`config.mk`:
```
export PLATFORM = sky130hd
export DESIGN_NAME = sci_lane
export DESIGN_NICKNAME = d
export VERILOG_FILES = /design/src/hw/rtl/sci_pkg.sv /design/src/hw/rtl/sci_lane.sv
export VERILOG_INCLUDE_DIRS = /design/src /design/src/hw/rtl
export SDC_FILE = /design/constraint.sdc
export NUM_CORES = 2
export LEC_CHECK = 0
export BUFFER_PORTS_ARGS = -buffer_cell sky130_fd_sc_hd__buf_2
export CAP_MARGIN = 25
export CORE_MARGIN = 1.5
export CORE_UTILIZATION = 40
export DETAILED_ROUTE_END_ITERATION = 10
export GPL_TIMING_DRIVEN = 1
export SLEW_MARGIN = 20
export SYNTH_ARGS = -nofsm -noshare
export SYNTH_HDL_FRONTEND = slang
export SYNTH_SLANG_ARGS = --single-unit
```
`constraint.sdc`:
```
create_clock -name clock -period 34.4 [get_ports clock]
set_input_delay 3.44 -clock clock [delete_from_list [all_inputs] [get_ports clock]]
set_output_delay 3.44 -clock clock [all_outputs]
set_load 0.01 [all_outputs]
```
`src/hw/rtl/saturating_control_integrator_macros.svh`:
```
// Assertion macros shared by the saturating control integrator RTL.
`ifndef SATURATING_CONTROL_INTEGRATOR_MACROS_SVH
`define SATURATING_CONTROL_INTEGRATOR_MACROS_SVH

// Same-cycle implication, disabled while reset is high.
`define SCI_ASSERT_NOW(label, clk, rst, ante, cons, msg) \
   label: assert property (@(posedge clk) disable iff (rst) (ante) |-> (cons)) \
      else $error(msg);

// Next-cycle implication, disabled while reset is high.
`define SCI_ASSERT_NEXT(label, clk, rst, ante, cons, msg) \
   label: assert property (@(posedge clk) disable iff (rst) (ante) |=> (cons)) \
      else $error(msg);

`endif

```
`src/hw/rtl/sci_pkg.sv`:
```
// Shared constants, types and register codes for the saturating control integrator.
`timescale 1ns / 1ps
package sci_pkg;

   localparam int DATA_WIDTH = 32;
   localparam int FRAC_BITS  = 16;
   localparam int TS_W       = 32;
   localparam int FIELD_W    = 32;
   localparam int LIMIT_W    = 31;
   localparam int PROD_W     = DATA_WIDTH + TS_W;
   localparam int CSR_IDX_W  = 3;
   localparam int CSR_DATA_W = 32;

   typedef logic signed [DATA_WIDTH-1:0] data_type;

   localparam logic signed [FIELD_W-1:0] THRUST_MIN_RESET = 446300;
   localparam logic signed [FIELD_W-1:0] THRUST_MAX_RESET = 839516;
   localparam logic [LIMIT_W-1:0]        TILT_LIMIT_RESET = 51472;
   localparam logic [LIMIT_W-1:0]        YAW_LIMIT_RESET  = 65536;

   typedef enum logic [CSR_IDX_W-1:0] {
      CSR_IN_FLIGHT  = 3'd0,
      CSR_THRUST_MIN = 3'd1,
      CSR_THRUST_MAX = 3'd2,
      CSR_TILT_LIMIT = 3'd3,
      CSR_YAW_LIMIT  = 3'd4
   } csr_index_type;

   // Step strobes from the sequencer to every lane.
   typedef struct packed {
      logic load;
      logic mul_u;
      logic add_rate;
      logic mul_rate;
      logic add_value;
      logic clamp;
   } sci_ctrl_type;

endpackage

```
`src/hw/rtl/sci_lane.sv`:
```
// One integrator lane: shared multiplier, saturating accumulate and clamp.
`timescale 1ns / 1ps
`include "saturating_control_integrator_macros.svh"
module sci_lane (
   input  logic                              clock,
   input  logic                              reset,
   input  sci_pkg::sci_ctrl_type             ctrl,
   input  logic                              single_stage,
   input  logic                              zero_rate_on_clip,
   input  logic signed [sci_pkg::FIELD_W-1:0] accel,
   input  logic [sci_pkg::TS_W-1:0]          dt,
   input  sci_pkg::data_type                 lo,
   input  sci_pkg::data_type                 hi,
   output sci_pkg::data_type                 value
);
   import sci_pkg::*;

   localparam data_type MAX_VAL = {1'b0, {(DATA_WIDTH-1){1'b1}}};
   localparam data_type MIN_VAL = {1'b1, {(DATA_WIDTH-1){1'b0}}};

   data_type               u_ff;
   data_type               rate_ff;
   data_type               rate_in;
   data_type               value_ff;
   data_type               value_in;
   logic [PROD_W-1:0]      prod_ff;
   logic [PROD_W-1:0]      prod_in;
   logic                   neg_ff;
   logic                   neg_in;
   data_type               operand;
   logic [DATA_WIDTH-1:0]  mag;
   logic [PROD_W-1:0]      quot;
   logic [DATA_WIDTH-1:0]  limit;
   logic [DATA_WIDTH-1:0]  qsat;
   logic signed [DATA_WIDTH:0] term;
   logic signed [DATA_WIDTH:0] sum;
   data_type               acc;
   data_type               acc_sat;
   data_type               upper;
   data_type               clipped;
   logic                   clip_hit;

   // Sign-magnitude multiply so the later shift rounds toward zero.
   always_comb begin
      operand = ctrl.mul_u ? u_ff : rate_ff;
      neg_in  = operand[DATA_WIDTH-1];
      mag     = neg_in ? DATA_WIDTH'(-operand) : DATA_WIDTH'(operand);
      prod_in = PROD_W'(mag) * PROD_W'(dt);
   end

   always_comb begin
      quot  = prod_ff >> FRAC_BITS;
      limit = (DATA_WIDTH'(1) << (DATA_WIDTH - 1)) - DATA_WIDTH'(!neg_ff);
      qsat  = (quot > PROD_W'(limit)) ? limit : quot[DATA_WIDTH-1:0];
      term  = neg_ff ? -$signed({1'b0, qsat}) : $signed({1'b0, qsat});
      acc   = (ctrl.add_rate && !single_stage) ? rate_ff : value_ff;
      sum   = $signed({acc[DATA_WIDTH-1], acc}) + term;
      if (sum[DATA_WIDTH] != sum[DATA_WIDTH-1]) begin
         acc_sat = sum[DATA_WIDTH] ? MIN_VAL : MAX_VAL;
      end else begin
         acc_sat = sum[DATA_WIDTH-1:0];
      end
   end

   // The upper bound is applied first, so an inverted band yields the lower one.
   always_comb begin
      upper    = (value_ff > hi) ? hi : value_ff;
      clipped  = (upper < lo) ? lo : upper;
      clip_hit = (clipped != value_ff);
   end

   always_comb begin
      rate_in  = rate_ff;
      value_in = value_ff;
      if (ctrl.add_rate) begin
         if (single_stage) begin
            value_in = acc_sat;
         end else begin
            rate_in = acc_sat;
         end
      end
      if (ctrl.add_value && !single_stage) begin
         value_in = acc_sat;
      end
      if (ctrl.clamp) begin
         value_in = clipped;
         if (zero_rate_on_clip && clip_hit) begin
            rate_in = '0;
         end
      end
   end

   always_ff @(posedge clock) begin
      if (reset) begin
         rate_ff  <= '0;
         value_ff <= '0;
      end else begin
         rate_ff  <= rate_in;
         value_ff <= value_in;
      end
      if (ctrl.load) begin
         u_ff <= DATA_WIDTH'(accel);
      end
      if (ctrl.mul_u || ctrl.mul_rate) begin
         prod_ff <= prod_in;
         neg_ff  <= neg_in;
      end
   end

   assign value = value_ff;

   `SCI_ASSERT_NEXT(a_lane_rate_cleared, clock, reset, ctrl.clamp && zero_rate_on_clip && clip_hit, rate_ff == '0, "clipped lane kept its rate")
   `SCI_ASSERT_NEXT(a_lane_in_band, clock, reset, ctrl.clamp && lo <= hi, value_ff <= $past(hi) && value_ff >= $past(lo), "clamped value outside band")
   `SCI_ASSERT_NOW(a_lane_single_no_rate, clock, reset, single_stage, rate_ff == '0, "single stage lane used its rate")

endmodule

```
* Word-level counts from Yosys, hierarchy flattened
Cells that the tools add are included.
** Storage, ports and cells
- Register bits :: 161
** Cells by class
- Multiplexer cells :: 17
- Equality and inequality tests :: 2
- $lt $le $gt $ge :: 3
- Multipliers :: 1
- Add/subtract/negate cells :: 4
- Reductions and logical operators :: 9
** Operator list (count)
- 2-to-1 mux 32 bit :: 16
- multiplier 32 x 32 -> 64 bit :: 1
- greater-than comparator 48 x 32 -> 1 bit :: 1
- adder 32 x 33 -> 33 bit :: 1
- 2-to-1 mux 33 bit :: 1
- negation 32 -> 33 bit :: 1
- greater-than comparator 32 bit :: 1
- less-than comparator 32 bit :: 1
- != test 32 bit :: 1
- negation 32 bit :: 1
- subtractor 32 x 1 -> 32 bit, first input constant :: 1
- nonzero test 3 bit :: 2
- logical AND 1 bit :: 3
- logical NOT 1 bit :: 2
- AND reduction 2 bit :: 1
- logical OR 1 bit :: 1
- != test 1 bit :: 1

* Logic depth before layout (Yosys ltp)
- Word-level depth :: 13
- Gate-level depth with buffers :: 43
- Depth with buffers taken out :: 38

* Worst setup path before layout
OpenSTA, ideal clock, no wires.
- Path type :: input -> register
- Start point :: input ctrl[4] (netlist bit)
- End point :: register prod_ff[58], data pin
- Slack :: 20.597 ns
- Buffers on the path :: 7
- Library setup time :: 0.261 ns
- Stages :: 40
- Arrival :: 13.542 ns
- Path through :: buf_2 > buf_2 > buf_2 > buf_2 > buf_1 > buf_1 > mux2i_1 > ha_1 > nand4b_1 > or3_1 > nor3_1 > a31oi_1 > xnor2_1 > clkbuf_1 > and2_1 > fa_1 > inv_1 > fa_1 > [4 not listed] > fa_1 > fa_1 > inv_1 > fa_1 > inv_1 > ha_1 > nand4_1 > o211ai_1 > a31oi_1 > a21oi_1 > o21ai_0 > a31oi_1 > o21ai_0 > a21boi_0 > o21a_1 > nand3_1 > a21boi_0 > o311a_1
** Between the ends
- Cells in the longest elaborated chain, start to end :: 4
** Ends and longest elaborated chain
- start: declaration :: RTL line sci_lane.sv:7 : input sci_pkg::sci_ctrl_type ctrl,
- 2-to-1 mux 32 bit (*) :: RTL line sci_lane.sv:45 : operand = ctrl.mul_u ? u_ff : rate_ff;
- negation 32 bit :: RTL line sci_lane.sv:47 : mag = neg_in ? DATA_WIDTH'(-operand) : DATA_WIDTH'(operand);
- 2-to-1 mux 32 bit (*) :: RTL line sci_lane.sv:47
- multiplier 32 x 32 -> 64 bit (*) :: RTL line sci_lane.sv:48 : prod_in = PROD_W'(mag) * PROD_W'(dt);
- named net prod_in[58] :: RTL line sci_lane.sv:27 : logic [PROD_W-1:0] prod_in;
- end signal: assignment :: RTL line sci_lane.sv:105 : prod_ff <= prod_in;
- end: declaration :: RTL line sci_lane.sv:26 : logic [PROD_W-1:0] prod_ff;
The timed path passes the listed nets; every way through them passes the cells marked *.
A chain may end at the register's enable or synchronous reset.

* Final worst setup path
- Start point :: input ctrl[4] (netlist bit)
- End point :: register prod_ff[57], data pin
Same word-level chain as after synthesis.

==> summary.txt <==
STA
  – Final hold vios: 0
  – RSZ-0062 raised after global routing: false
  – Worst Max-Slew Pin Slew: 1.10 ns
  – Minimum clock period: 14.96 ns
  – # setup viols final: 0
  – Setup ws final: 19.44 ns
  – Final Slew Violations: 0
  – Fin Setup TNS: 0 ns
  – Final period util: 43.5%
  – Final Skew: 0.0174 ns
  – Max Clock Freq: 66.9 MHz
  – Slew HR: 26.8%

Clocking
  – CTS sink count: 145
  – Clk_lat worst skew: 0.46 ns
  – # hold bufs at CTS: 0
  – Post-CTS Repair Setup Buffers: 0
  – CTS tree: done
  – TritonCTS buffer count: 17
  – CTS Buffer Depth: 2
  – PostCTS Resize Cnt: 0
  – Clock Pin Slew Worst Setup and Hold Paths: 0.07 ns
  – CTS HTree Levels: 4
  – Root buffer cell: clkbuf_16

Floorplan
  – Die height: 341 um
  – Top Ports: 170
  – Core area: 0.113 mm^2
  – Std cell rows: 123
  – Die width: 341 um
  – Die area: 0.116 mm^2
  – Starting density of the core: 40.4%

Yosys
  – Fraction of registers with async set or reset after synthesis: 0%
  – Total number of yosys warnings: 0
  – Number of synthesized register bits: 145
  – Top post-synthesis cells by area: fa_1, ha_1, and2_1, inv_1, nand2_1
  – Library cells used by synthesis: 92
  – Synthesized instance count: 5,099
  – Share of the synthesized area in the top cell type: 39.4%
  – Ys flop type: edfxtp_1
  – Cell Area, Synth: 0.0456 mm^2
  – Synth Net Count: 6,522
  – Post-synth EDFFs: 81
  – Share of synthesized area occupied by flip-flops and latches: 8.15%
  – Post-synthesis area per instance: 8.94 um^2
  – Cell taking the most area after synthesis: fa_1

Hold path
  – Hold Crit Endpoint: rate_ff[5]$_SDFF_PP0_
  – Hold path startpoint: rate_ff[5]$_SDFF_PP0_
  – Worst hold path class: register to register
  – Hold depth: 2

Critical path
  – Worst reg2reg path depth: 34
  – Worst r2r src: rate_ff[0]$_SDFF_PP0_
  – Worst Setup Path Type: primary input to register
  – Highest-delay cell along the critical path: mux2_2
  – Max incr delay on CP: 0.71 ns
  – Worst EP required: 34.59 ns
  – R2R Setup Slk: 22.83 ns
  – CP arrival: 15.15 ns
  – Critical path capture point type: register
  – CP startpoint kind: primary input
  – Top cell by count, worst path: fa_1
  – Crit-path max FO: 53
  – Capturing point of the worst reg2reg path: prod_ff[57]$_DFFE_PP_

GRT
  – First-pass GRT wire length: 216 mm
  – Total congestion overflow: 0
  – Initial antenna violation count: 12
  – Largest net degree at the start of global routing: 86
  – Vias in the first global route: 36.8k
  – Total Routing Usage GR: 24.0%

Placement
  – IO Port Bufs: 169
  – Placed insts: 6,555
  – Hpwl dp: 103 mm
  – Post-Place Setup Slack: 19.14 ns
  – GPL Wtd Cong: 0.918

Detailed routing
  – Total Wirelength: 137 mm
  – Vias: 35.2k
  – Final ANT Viol Nets: 0
  – DRC violations left: 0
  – Drt pass-1 iters: 7
  – WL/cell: 20.8 um
  – Initial DRC count: 2,438
  – DR vias/cell: 5.34

Cells and area
  – Fin cells: 6,591
  – Fill cells: 11.2k
  – Layout area overhead: 6.47%
  – Total Nets Final: 6,498
  – Layout cells sized above 1: 7.67%

Job
  – Max-cap viol count: 0

Run status
  – Outcome: finished, final reports clean
==> layout make-up <==
| class | count | area (um^2) | area share, % |
|---|---|---|---|
| diodes | 3 | 7.51 | 0.0155 |
| clock buffers | 19 | 454 | 0.936 |
| clock inverters | 13 | 131 | 0.271 |
| inverters | 963 | 3610 | 7.45 |
| multi-input cells | 3726 | 37500 | 77.2 |
| flip-flops and latches | 145 | 3710 | 7.65 |
| well taps | 1500 | 1880 | 3.87 |
| repair buffers | 222 | 1250 | 2.58 |
==> cell usage in the layout, fill, tap and decap left out, types with 22 or more instances in the layout <==
master	instances
o21a_1	27
and2_1	581
nand4_1	30
edfxtp_1	81
a21o_1	38
inv_1	960
nor3_1	50
fa_1	896
xor2_1	42
o21ai_0	110
nor2_1	149
dfxtp_1	64
nand3_1	36
buf_4	52
mux2_2	33
a211oi_1	25
ha_1	389
a21oi_1	173
mux2i_1	56
xnor2_1	70
nand2_1	664
buf_2	169
xnor2_2	22
==> state kept, by name, summed over array words and instances (netlist names) <==
name and cells:
neg_ff 1, value 32, u_ff 32, prod_ff 48, rate_ff 32
==> cells in the mapped netlist, types with 14 or more instances <==
master and n:
a21o_1 38, nand2_1 664, nor2b_1 14, nand3_1 36
a31oi_1 15, mux2_2 33, nor4_1 14, xor2_1 50
nand4_1 30, ha_1 389, a211oi_2 16, and2_1 581
a21oi_1 173, xnor2_1 93, nor2_1 149, o211ai_1 15
dfxtp_1 64, fa_1 896, o21a_1 27, clkbuf_1 241
maj3_1 18, o21ai_0 110, a221oi_1 17, a211oi_1 25
edfxtp_1 81, inv_1 960, mux2i_1 59, nor3_1 51
==> cells by family (layout without fill, tap and decap cells) <==
logic type / count (synthesis) / after routing / share of synthesized area, %
AND/OR/NAND/NOR: 1612 / 1612 / 17.6
adder cells (fa/ha/maj): 1310 / 1310 / 50.6
buffers and inverters: 1228 / 1217 / 10.3
AO/OA/AOI/OAI: 563 / 563 / 8.21
XOR/XNOR: 146 / 146 / 2.93
flip-flops: 145 / 145 / 8.15
multiplexers: 95 / 95 / 2.22
other: 0 / 3 / 0
==> layer usage <==
metal | global-route usage [%] | routed length [um] | vias to the layer above
met4 | 7.19 | 4390 | 6
met5 | 0 | 39 | -
li1 | - | - | 15800
met2 | 39.9 | 65100 | 1151
met3 | 2.80 | 8290 | 234
met1 | 32.9 | 59400 | 18100
==> critical path, delay by kind of cell <==
| kind | cells | cell delay (ns) |
|---|---|---|
| AND/OR/NAND/NOR | 8 | 2.17 |
| buffers and inverters | 8 | 1.58 |
| multiplexers | 1 | 0.71 |
| XOR/XNOR | 1 | 0.22 |
| adder cells (fa/ha/maj) | 10 | 4.46 |
| AO/OA/AOI/OAI | 8 | 2.53 |
==> how the worst max path moves through the flow <==
stage / from / end / slack [ns] / depth (start not counted)
3_3_place_gp: ctrl[4] / prod_ff[57]$_DFFE_PP_ / 19.28 / 36
2_1_floorplan: ctrl[4] / prod_ff[58]$_DFFE_PP_ / 20.60 / 40
3_5_place_dp: ctrl[4] / prod_ff[57]$_DFFE_PP_ / 19.14 / 36
4_1_cts: ctrl[4] / prod_ff[57]$_DFFE_PP_ / 19.56 / 36
6_report: ctrl[4] / prod_ff[57]$_DFFE_PP_ / 19.44 / 36
5_1_grt: ctrl[4] / prod_ff[57]$_DFFE_PP_ / 18.75 / 37
==> per-stage QoR <==
step | cell area [um^2] | util [%] | hold slack [ns]
after floorplan | 45600 | - | 0.449
after global placement | 47900 | 42.5 | 0.508
after detailed placement | 47900 | 42.5 | 0.508
after CTS | 48500 | 43.0 | 0.522
after global routing | 48500 | 43.0 | 0.552
final | 48500 | 43.0 | 0.529
Power is not shown: default switching activity piles up to over one toggle a cycle in this logic, so the estimate is an artifact.
